**config.mk**
```make
export PLATFORM = sky130hd
export DESIGN_NAME = per_channel_window_min_filter_unit_flat
export DESIGN_NICKNAME = d
export VERILOG_FILES = /design/src/hdl/pwmf_pkg.sv /design/src/hdl/pwmf_if.sv /design/src/hdl/pwmf_hist_mem.sv /design/src/hdl/pwmf_min_unit.sv /design/src/hdl/per_channel_window_min_filter_unit.sv /design/src/flat_wrapper.sv
export SDC_FILE = /design/constraint.sdc
export NUM_CORES = 2
export LEC_CHECK = 0
export ABC_AREA = 1
export BUFFER_PORTS_ARGS = -buffer_cell sky130_fd_sc_hd__buf_2
export CORE_ASPECT_RATIO = 1.75
export CORE_MARGIN = 2
export CORE_UTILIZATION = 25
export DETAILED_ROUTE_END_ITERATION = 10
export GPL_TIMING_DRIVEN = 0
export PLACE_DENSITY_LB_ADDON = 0.15
export SLEW_MARGIN = 20
export SYNTH_ARGS = -nofsm -noshare
export SYNTH_HDL_FRONTEND = slang
export SYNTH_SLANG_ARGS = --single-unit
```
**constraint.sdc**
```tcl
create_clock -name clk -period 23.2 [get_ports clk]
set_clock_uncertainty 0.05 [all_clocks]
set_input_delay 1.16 -clock clk [delete_from_list [all_inputs] [get_ports clk]]
set_output_delay 1.16 -clock clk [all_outputs]
set_load 0.02 [all_outputs]
```
**src/hdl/pwmf_pkg.sv**
```systemverilog
package pwmf_pkg;

	localparam int CHAN_W       = 8;
	localparam int RANGE_W      = 16;
	localparam int CHANNELS_DEF = 64;
	localparam int WINDOW_DEF   = 4;

	localparam logic [RANGE_W-1:0] RANGE_MAX = '1;

	typedef struct packed {
		logic [CHAN_W-1:0]  channel;
		logic [RANGE_W-1:0] reading;
	} sample_t;

	typedef struct packed {
		logic [CHAN_W-1:0]  channel_out;
		logic [RANGE_W-1:0] filtered_range;
		logic               accepted;
	} result_t;

	typedef struct packed {
		logic rd_en;
		logic wr_en;
	} hist_ctl_t;

endpackage

```
**src/hdl/pwmf_if.sv**
```systemverilog
interface pwmf_sample_if;
	import pwmf_pkg::*;

	logic    valid;
	logic    ready;
	sample_t data;

	modport source (output valid, output data, input ready);
	modport sink (input valid, input data, output ready);
endinterface

interface pwmf_result_if;
	import pwmf_pkg::*;

	logic    valid;
	logic    ready;
	result_t data;

	modport source (output valid, output data, input ready);
	modport sink (input valid, input data, output ready);
endinterface

```
**src/hdl/pwmf_hist_mem.sv**
```systemverilog
module pwmf_hist_mem #(
	parameter int CHANNELS = pwmf_pkg::CHANNELS_DEF,
	parameter int WINDOW   = pwmf_pkg::WINDOW_DEF,
	parameter int AW       = (CHANNELS > 1) ? $clog2(CHANNELS) : 1
) (
	input  logic                                      clk,
	input  logic                                      arst_n,
	input  pwmf_pkg::hist_ctl_t                       ctl,
	input  logic [AW-1:0]                             rd_addr,
	input  logic [AW-1:0]                             wr_addr,
	input  logic [WINDOW-1:0][pwmf_pkg::RANGE_W-1:0]  wr_row,
	output logic [WINDOW-1:0][pwmf_pkg::RANGE_W-1:0]  rd_row,
	output logic                                      rd_filled
);
	import pwmf_pkg::*;

	logic [WINDOW-1:0][RANGE_W-1:0] mem [CHANNELS];
	logic [CHANNELS-1:0]            filled_q;

	// A row that was never written reads as empty and is replaced by the maximum range.
	always_ff @(posedge clk) begin
		if (ctl.wr_en) begin
			mem[wr_addr] <= wr_row;
		end
		if (ctl.rd_en) begin
			rd_row <= mem[rd_addr];
		end
	end

	always_ff @(posedge clk or negedge arst_n) begin
		if (!arst_n) begin
			filled_q  <= '0;
			rd_filled <= 1'b0;
		end else begin
			if (ctl.wr_en) begin
				filled_q[wr_addr] <= 1'b1;
			end
			if (ctl.rd_en) begin
				rd_filled <= filled_q[rd_addr];
			end
		end
	end

endmodule

```
**src/hdl/pwmf_min_unit.sv**
```systemverilog
module pwmf_min_unit #(
	parameter int WINDOW = pwmf_pkg::WINDOW_DEF
) (
	input  logic [WINDOW-1:0][pwmf_pkg::RANGE_W-1:0] mem_row,
	input  logic                                     mem_filled,
	input  logic                                     fwd_hit,
	input  logic [WINDOW-1:0][pwmf_pkg::RANGE_W-1:0] fwd_row,
	input  logic [pwmf_pkg::RANGE_W-1:0]             reading,
	output logic [WINDOW-1:0][pwmf_pkg::RANGE_W-1:0] new_row,
	output logic [pwmf_pkg::RANGE_W-1:0]             min_val
);
	import pwmf_pkg::*;

	logic [WINDOW-1:0][RANGE_W-1:0] base_row;
	logic [WINDOW-1:0][RANGE_W-1:0] tree;

	always_comb begin
		if (fwd_hit) begin
			base_row = fwd_row;
		end else if (mem_filled) begin
			base_row = mem_row;
		end else begin
			base_row = {WINDOW{RANGE_MAX}};
		end
	end

	always_comb begin
		new_row[0] = reading;
		for (int k = 1; k < WINDOW; k++) begin
			new_row[k] = base_row[k-1];
		end
	end

	// Pairwise minimum tree; the smallest value ends up in slot zero.
	always_comb begin
		tree = new_row;
		for (int s = 1; s < WINDOW; s = s * 2) begin
			for (int i = 0; i + s < WINDOW; i = i + 2 * s) begin
				if (tree[i+s] < tree[i]) begin
					tree[i] = tree[i+s];
				end
			end
		end
		min_val = tree[0];
	end

endmodule

```
**src/hdl/per_channel_window_min_filter_unit.sv**
```systemverilog
// The sample is registered in stage one together with the history read, and the result
// register loads from stage one once the output is free to take a new result.
// Throughput: one sample per cycle while the result side is not stalled; the history
// memory is read when a sample is accepted and the updated row is written as that sample
// leaves stage one, with a forwarding register covering back-to-back samples of the same channel.
// Reset clears all control state and marks every history row empty, so empty rows
// read as the maximum range at once; no clearing pass is needed.
module per_channel_window_min_filter_unit #(
	parameter int CHANNELS = pwmf_pkg::CHANNELS_DEF,
	parameter int WINDOW   = pwmf_pkg::WINDOW_DEF
) (
	input  logic                 clk,
	input  logic                 arst_n,
	pwmf_sample_if.sink          sample,
	pwmf_result_if.source        result
);
	import pwmf_pkg::*;

	localparam int AW = (CHANNELS > 1) ? $clog2(CHANNELS) : 1;
	localparam logic [CHAN_W:0] CH_LIMIT = (CHAN_W + 1)'(CHANNELS);

	hist_ctl_t                      mem_ctl;
	logic [WINDOW-1:0][RANGE_W-1:0] mem_row;
	logic                           mem_filled;
	logic [WINDOW-1:0][RANGE_W-1:0] new_row;
	logic [RANGE_W-1:0]             min_val;

	logic                           s1_vld_q;
	logic [CHAN_W-1:0]              chan_s1;
	logic [RANGE_W-1:0]             reading_s1;
	logic                           inrange_s1;

	logic                           fwd_vld_q;
	logic [AW-1:0]                  fwd_addr_q;
	logic [WINDOW-1:0][RANGE_W-1:0] fwd_row_q;
	logic                           fwd_hit;

	logic                           out_vld_q;
	result_t                        out_data_q;

	logic                           s2_free;
	logic                           s1_adv;
	logic                           in_fire;
	logic [AW-1:0]                  wr_addr;

	assign s2_free      = !out_vld_q || result.ready;
	assign s1_adv       = s1_vld_q && s2_free;
	assign sample.ready = !s1_vld_q || s2_free;
	assign in_fire      = sample.valid && sample.ready;

	assign wr_addr       = chan_s1[AW-1:0];
	assign mem_ctl.rd_en = in_fire;
	assign mem_ctl.wr_en = s1_adv && inrange_s1;
	assign fwd_hit       = fwd_vld_q && (fwd_addr_q == wr_addr);

	pwmf_hist_mem #(
		.CHANNELS (CHANNELS),
		.WINDOW   (WINDOW),
		.AW       (AW)
	) u_hist_mem (
		.clk       (clk),
		.arst_n    (arst_n),
		.ctl       (mem_ctl),
		.rd_addr   (sample.data.channel[AW-1:0]),
		.wr_addr   (wr_addr),
		.wr_row    (new_row),
		.rd_row    (mem_row),
		.rd_filled (mem_filled)
	);

	pwmf_min_unit #(
		.WINDOW (WINDOW)
	) u_min_unit (
		.mem_row    (mem_row),
		.mem_filled (mem_filled),
		.fwd_hit    (fwd_hit),
		.fwd_row    (fwd_row_q),
		.reading    (reading_s1),
		.new_row    (new_row),
		.min_val    (min_val)
	);

	always_ff @(posedge clk or negedge arst_n) begin
		if (!arst_n) begin
			s1_vld_q  <= 1'b0;
			fwd_vld_q <= 1'b0;
			out_vld_q <= 1'b0;
		end else begin
			if (sample.ready) begin
				s1_vld_q <= sample.valid;
			end
			if (mem_ctl.wr_en) begin
				fwd_vld_q <= 1'b1;
			end
			if (s2_free) begin
				out_vld_q <= s1_vld_q;
			end
		end
	end

	always_ff @(posedge clk) begin
		if (in_fire) begin
			chan_s1    <= sample.data.channel;
			reading_s1 <= sample.data.reading;
			inrange_s1 <= ({1'b0, sample.data.channel} < CH_LIMIT);
		end
		if (mem_ctl.wr_en) begin
			fwd_addr_q <= wr_addr;
			fwd_row_q  <= new_row;
		end
		if (s1_adv) begin
			out_data_q.channel_out    <= chan_s1;
			out_data_q.filtered_range <= inrange_s1 ? min_val : '0;
			out_data_q.accepted       <= inrange_s1;
		end
	end

	assign result.valid = out_vld_q;
	assign result.data  = out_data_q;

	a_reject_zero : assert property (@(posedge clk) disable iff (!arst_n)
		(result.valid && !result.data.accepted) |-> (result.data.filtered_range == '0))
		else $error("Rejected channel produced a nonzero filtered range.");

	a_write_on_advance : assert property (@(posedge clk) disable iff (!arst_n)
		mem_ctl.wr_en |-> (s1_vld_q && s2_free && inrange_s1))
		else $error("History written without an advancing in-range sample.");

	a_min_bound : assert property (@(posedge clk) disable iff (!arst_n)
		(s1_adv && inrange_s1) |=>
		(result.valid && result.data.accepted
		 && (result.data.filtered_range <= $past(reading_s1))))
		else $error("Filtered range exceeds the newest reading.");

	a_fwd_track : assert property (@(posedge clk) disable iff (!arst_n)
		mem_ctl.wr_en |=> (fwd_vld_q && (fwd_addr_q == $past(wr_addr))))
		else $error("Forwarding register does not hold the last written row.");

endmodule

```
**src/flat_wrapper.sv**
```systemverilog
// flat-port wrapper written by rule: the top's interface ports become plain ports
module per_channel_window_min_filter_unit_flat import pwmf_pkg::*;
#(
	parameter int CHANNELS = pwmf_pkg::CHANNELS_DEF,
	parameter int WINDOW   = pwmf_pkg::WINDOW_DEF
)
  (clk, arst_n, sample_valid, sample_data, sample_ready, result_valid, result_data, result_ready);
  pwmf_sample_if sample_i ();
  pwmf_result_if result_i ();
  input  logic clk;
  input  logic arst_n;
  input wire logic [$bits(sample_i.valid)-1:0] sample_valid;
  input wire logic [$bits(sample_i.data)-1:0] sample_data;
  output wire logic [$bits(sample_i.ready)-1:0] sample_ready;
  output wire logic [$bits(result_i.valid)-1:0] result_valid;
  output wire logic [$bits(result_i.data)-1:0] result_data;
  input wire logic [$bits(result_i.ready)-1:0] result_ready;
  assign sample_i.valid = sample_valid;
  assign sample_i.data = sample_data;
  assign sample_ready = sample_i.ready;
  assign result_valid = result_i.valid;
  assign result_data = result_i.data;
  assign result_i.ready = result_ready;
  per_channel_window_min_filter_unit #(.CHANNELS(CHANNELS), .WINDOW(WINDOW)) u_core (.clk(clk), .arst_n(arst_n), .sample(sample_i), .result(result_i));
endmodule
```
Yosys cells after proc, flatten, opt, wreduce, memory -nomap -nowiden. Memories as Yosys holds them, arrays and structs flattened. A register that Yosys moved wholly into a read port is not among the register bits. Cells that the tools add are included.

Memory bits (writable): 4096. Memory bits (read-only): 0. Output and inout bits: 27. Memories: 1. Bits in latches: 0. Bits in registers: 172.

Bitwise logic cells: 1. $lt $le $gt $ge: 7. Divide/modulo/power cells: 0. $mul: 0. Add/subtract/negate cells: 0. Multiplexer cells: 11. Reduce and logical (&&, ||, !) cells: 9. Equal/unequal tests: 1. Shift operators: 0.

Memories: u_core.u_hist_mem.mem (words 64, width 64, read ports 1, clocked after Yosys merged registers in 1, wr ports 1, RTL line pwmf_hist_mem.sv:17) `logic [WINDOW-1:0][RANGE_W-1:0] mem [CHANNELS];`.

Operators by type and width (count): $mux 48 (2); $or 64x64->64 (1); $lt 16x16->1 (3); $mux 16 (3); $lt 6x7->1 const B (2); $lt 8x7->1 const B (1); $bmux 1 s6 (1); $demux 1 s6 (1); $eq 6x6->1 (1); $ge 6x1->1 const B (1); $logic_and 1x1->1 (5); $mux 1 (4); $logic_not 1->1 (2); $logic_or 1x1->1 (2).

Logic depth before layout (Yosys ltp).
Depth after elaboration: 7. Depth in mapped cells: 37.

Hierarchy. From an unflattened synthesis, not the netlist that was laid out.

Cell total of the unflattened synthesis: 14066. Area total of the unflattened synthesis: 173861.7 µm².

Modules (own cells, without submodules): pwmf_hist_mem (sequential area each 126546.4 µm², area each 167471.9 µm², cells each 13427, times used 1); per_channel_window_min_filter_unit (sequential area each 3678.5 µm², area each 4000.1 µm², cells each 204, times used 1); pwmf_min_unit (sequential area each 0.0 µm², area each 2389.8 µm², cells each 435, times used 1).

Worst setup path after synthesis. OpenSTA, ideal clock, no wires.

Path type: flip-flop to flip-flop. Start: register u_core.chan_s1[4]. End: register u_core.out_data_q, in the netlist u_core.result.data[10], data pin. Library setup time: 0.255 ns. Data required time: 22.895 ns. Slack: 15.950 ns. Cell stages (with the launch flop): 28. Arrival: 6.945 ns. Path through: edfxtp_1 > inv_1 > nand2_1 > nand2_1 > nand2_1 > nor2_4 > nand2_4 > buf_2 > o21ai_0 > inv_1 > ha_1 > nand2_1 > nor2_1 > a211oi_1 > o221a_2 > nand2_2 > buf_4 > o21ai_0 > inv_1 > ha_1 > nand2_1 > nor2_1 > a211oi_1 > o221a_2 > buf_1 > nand3_2 > nand2_1 > nor2_1.

RTL lines: start, declared (RTL line per_channel_window_min_filter_unit.sv:29) `logic [CHAN_W-1:0] chan_s1;`; start signal, assigned (RTL line per_channel_window_min_filter_unit.sv:103) `chan_s1 <= sample.data.channel;`; end, declared (RTL line per_channel_window_min_filter_unit.sv:39) `result_t out_data_q;`.

==> metrics.yaml <==
sta:
  clock.fmax_ghz: 0.138
  setup_ws_ns: 15.94
  maxSlewHeadroom_pct: 7.95
  fin_crit_sh_pct: 31.3
  fin_setup_tns_ns: 0
  min_period_ns: 7.26
  hold_slack_ns: 0.0503
  finalSetupViolations: 0
  hold_viol: 0
  report.final.slew_viol_count: 0
  worstMarginPinSlew_ns: 1.38
  rsz0062_at_grt: "false"
floorplanning:
  rows: 349
  die_area_mm2: 0.524
  fp.dieH_um: 956
  start_util_pct: 25.1
  dieWidth_um: 548
  ios: 55
  coreArea_mm2: 0.516
yosys:
  synth-xor-area-share_pct: 0
  avgSynthCellArea_um2: 13.1
  synth.area.mux_share_pct: 0
  synth_enable_flop_cells: 3224
  synthTopCellsByArea: "edfxtp_1, o21ai_0, nor2_1"
  synth_common_cells: "edfxtp_1, nor2_1, o21ai_0, o22ai_1, clkbuf_1"
  synthAdderAreaFrac_pct: 0.425
  synth.most_common_cell: "edfxtp_1"
  synth_top_family_by_area: "compound AO/OA/AOI/OAI gates"
  synthSimpleGateAreaFrac_pct: 7.67
  synth_seq_cells: 3292
  synth_flop_cell: "edfxtp_1"
  yosysWarnings: 0
  syn-cell-area_mm2: 0.129
  synth_fp_nets: 9926
  ys_types: 36
  synth_top_area_share_pct: 74.8
  seq_area_frac_synth_pct: 76.1
  synth_top_area_cell: "edfxtp_1"
  syn-instance-count: 9854
  synth_compound_area_share_pct: 13.3
  synth-async-reset-ratio_pct: 2.07
setup_path:
  cp_max_fo: 11
  max_stage_delay_ns: 0.90
  crit_top_cell: "buf_2"
  worstSetupEndpointType: "register"
  cp.required_ns: 23.79
  path_cells: "buf_2, buf_2, buf_2, clkbuf_1, buf_2, clkbuf_2, buf_16, clkbuf_1, nor2_1, o22ai_1, nor2_1, o22ai_1, o21ai_0, o22ai_1"
  r2r_slack_ns: 16.02
  path_class: "input pin to register"
  start_kind: "input pin"
  cp.arrival_ns: 7.85
  crit_family: "buffers and inverters"
  slowest_stage: "o22ai_1"
  cp_num_buf_inv: 8
route:
  final_antenna_net_count: 0
  wl_mm: 700
  first_pass_iters: 9
  routed_via_density: 5.32
  routed.top_layer: "met5"
  wl_met3_mm: 52.4
  vias: 94900
  drt_iter0_markers: 13100
  wl_met2_mm: 340
  wl_per_cell_um: 39.3
  wl_met1_mm: 230
  drc: 0
min_path:
  min-delay-path-class: "input pin to asynchronous set/reset pin"
power_and_ir_drop:
  max-vdd-ir-drop_v: 0.0000681
  cellPowerDensity_mw_per_mm2: 86.2
  leakage_nw: 49.9
  p_total_mw: 13.7
cts:
  clkTransAtPathRegs_ns: 0.07
  htreeDepth: 5
  cts_buffer_depth: 4
  cts_root_buf: "clkbuf_16"
  cts_tree: "yes"
  hold_buffers: 0
  cts_num_sinks: 3292
  clkLatencyLatePin_ns: 0.97
  cts_buffers: 309
  post_cts_buffers: 0
  cts_resized: 0
place:
  hpwl_mm: 531
  pre_cts_ws_ns: 15.22
  place_congestion: 1.01
  port_buffers: 54
global_routing:
  grt_first_pass_wirelength_mm: 899
  antenna_found_initial: 94
  gr-total-overflow: 0
  grt_max_degree: 56
  grt_pass1_vias: 90400
  grt.total_usage_pct: 26.0
cells_and_area:
  syn_to_final_growth_pct: 23.1
  drive_gt1_share_pct: 12.0
  nNetsFinal: 10700
outcome:
  status: "finished clean"
run:
  cap_viol_max_count: 0
## stage by stage
stage	utilization [%]	cells	area [um^2]
after floorplan	-	9854	129000
after global placement	26.8	16800	138000
after detailed placement	28.9	17200	149000
after CTS	30.8	17700	159000
after global routing	30.8	17800	159000
final	30.9	17800	159000
## cell type report
cell class,count,area [um^2]
clock inverters,166,1690
repair buffers,503,10000
fillers,51300,356000
well taps,6844,8560
clock buffers,378,8200
inverters,126,579
multi-input cells,5727,28600
plain buffers,709,2870
flip-flops and latches,3292,98500
diodes,86,215
## registers in the layout, summed over array words and instances (netlist names)
name / cells
u_core.u_hist_mem.mem: 3072
u_core.u_hist_mem.filled_q: 64
u_core.fwd_row_q: 48
u_core.u_hist_mem.rd_row: 48
u_core.result.data: 25
u_core.reading_s1: 16
u_core.chan_s1: 8
u_core.fwd_addr_q: 6
u_core.fwd_vld_q: 1
u_core.inrange_s1: 1
u_core.result.valid: 1
u_core.s1_vld_q: 1
u_core.u_hist_mem.rd_filled: 1
## kinds of logic after synthesis
logic type / Yosys count
compound gates: 3138
fa+ha+maj: 44
buf+inv: 835
flops: 3292
simple gates: 2545
## path summary, 6_finish.rpt
check | from | cells after the start | end
worst max-delay path | sample_data[16] | 14 | u_core.u_hist_mem.rd_row[15]
worst min-delay path | arst_n | 1 | u_core.u_hist_mem.rd_filled
worst max register to register | u_core.chan_s1[4] | 30 | u_core.result.data[11]
worst min register to register | u_core.chan_s1[6] | 0 | u_core.result.data[23]
max in group asynchronous | arst_n | 2 | u_core.u_hist_mem.filled_q[13]
min in group clk | sample_data[0] | 1 | u_core.reading_s1[0]
## metal layers
metal	vias to the layer above	global-route usage [%]
li1	38500	-
met5	-	0
met4	33	24.4
met3	1725	5.22
met1	48900	26.9
met2	5677	44.0
## where the power goes
part	leakage, nW	switching [mW]	internal [mW]
logic	15.6	1.32	0.375
registers	29.5	0.0289	6.71
clock network	4.83	2.39	2.90
## placed cells by master, fill, tap and decap left out, drive strengths merged
cell type	synthesis	final
edfxtp	3224	3224
nor2	2251	2251
o221a	2	2
clkinvlp	0	7
a221oi	1	1
nand2	177	177
o22ai	959	959
ha	44	44
dfrtp	68	68
a21oi	33	33
o32ai	65	65
a32oi	3	3
o21ai	2065	2065
nand3b	3	3
clkinv	2	119
bufinv	0	34
o31ai	1	1
or2	67	67
diode	0	86
nand4	10	10
clkbuf	652	1030
a211oi	6	6
o21bai	1	1
buf	57	560
o221ai	1	1
and2	1	1
nand3	33	33
a31oi	1	1
inv	124	132
nor3	3	3
Power figures use the tool's default switching activity.
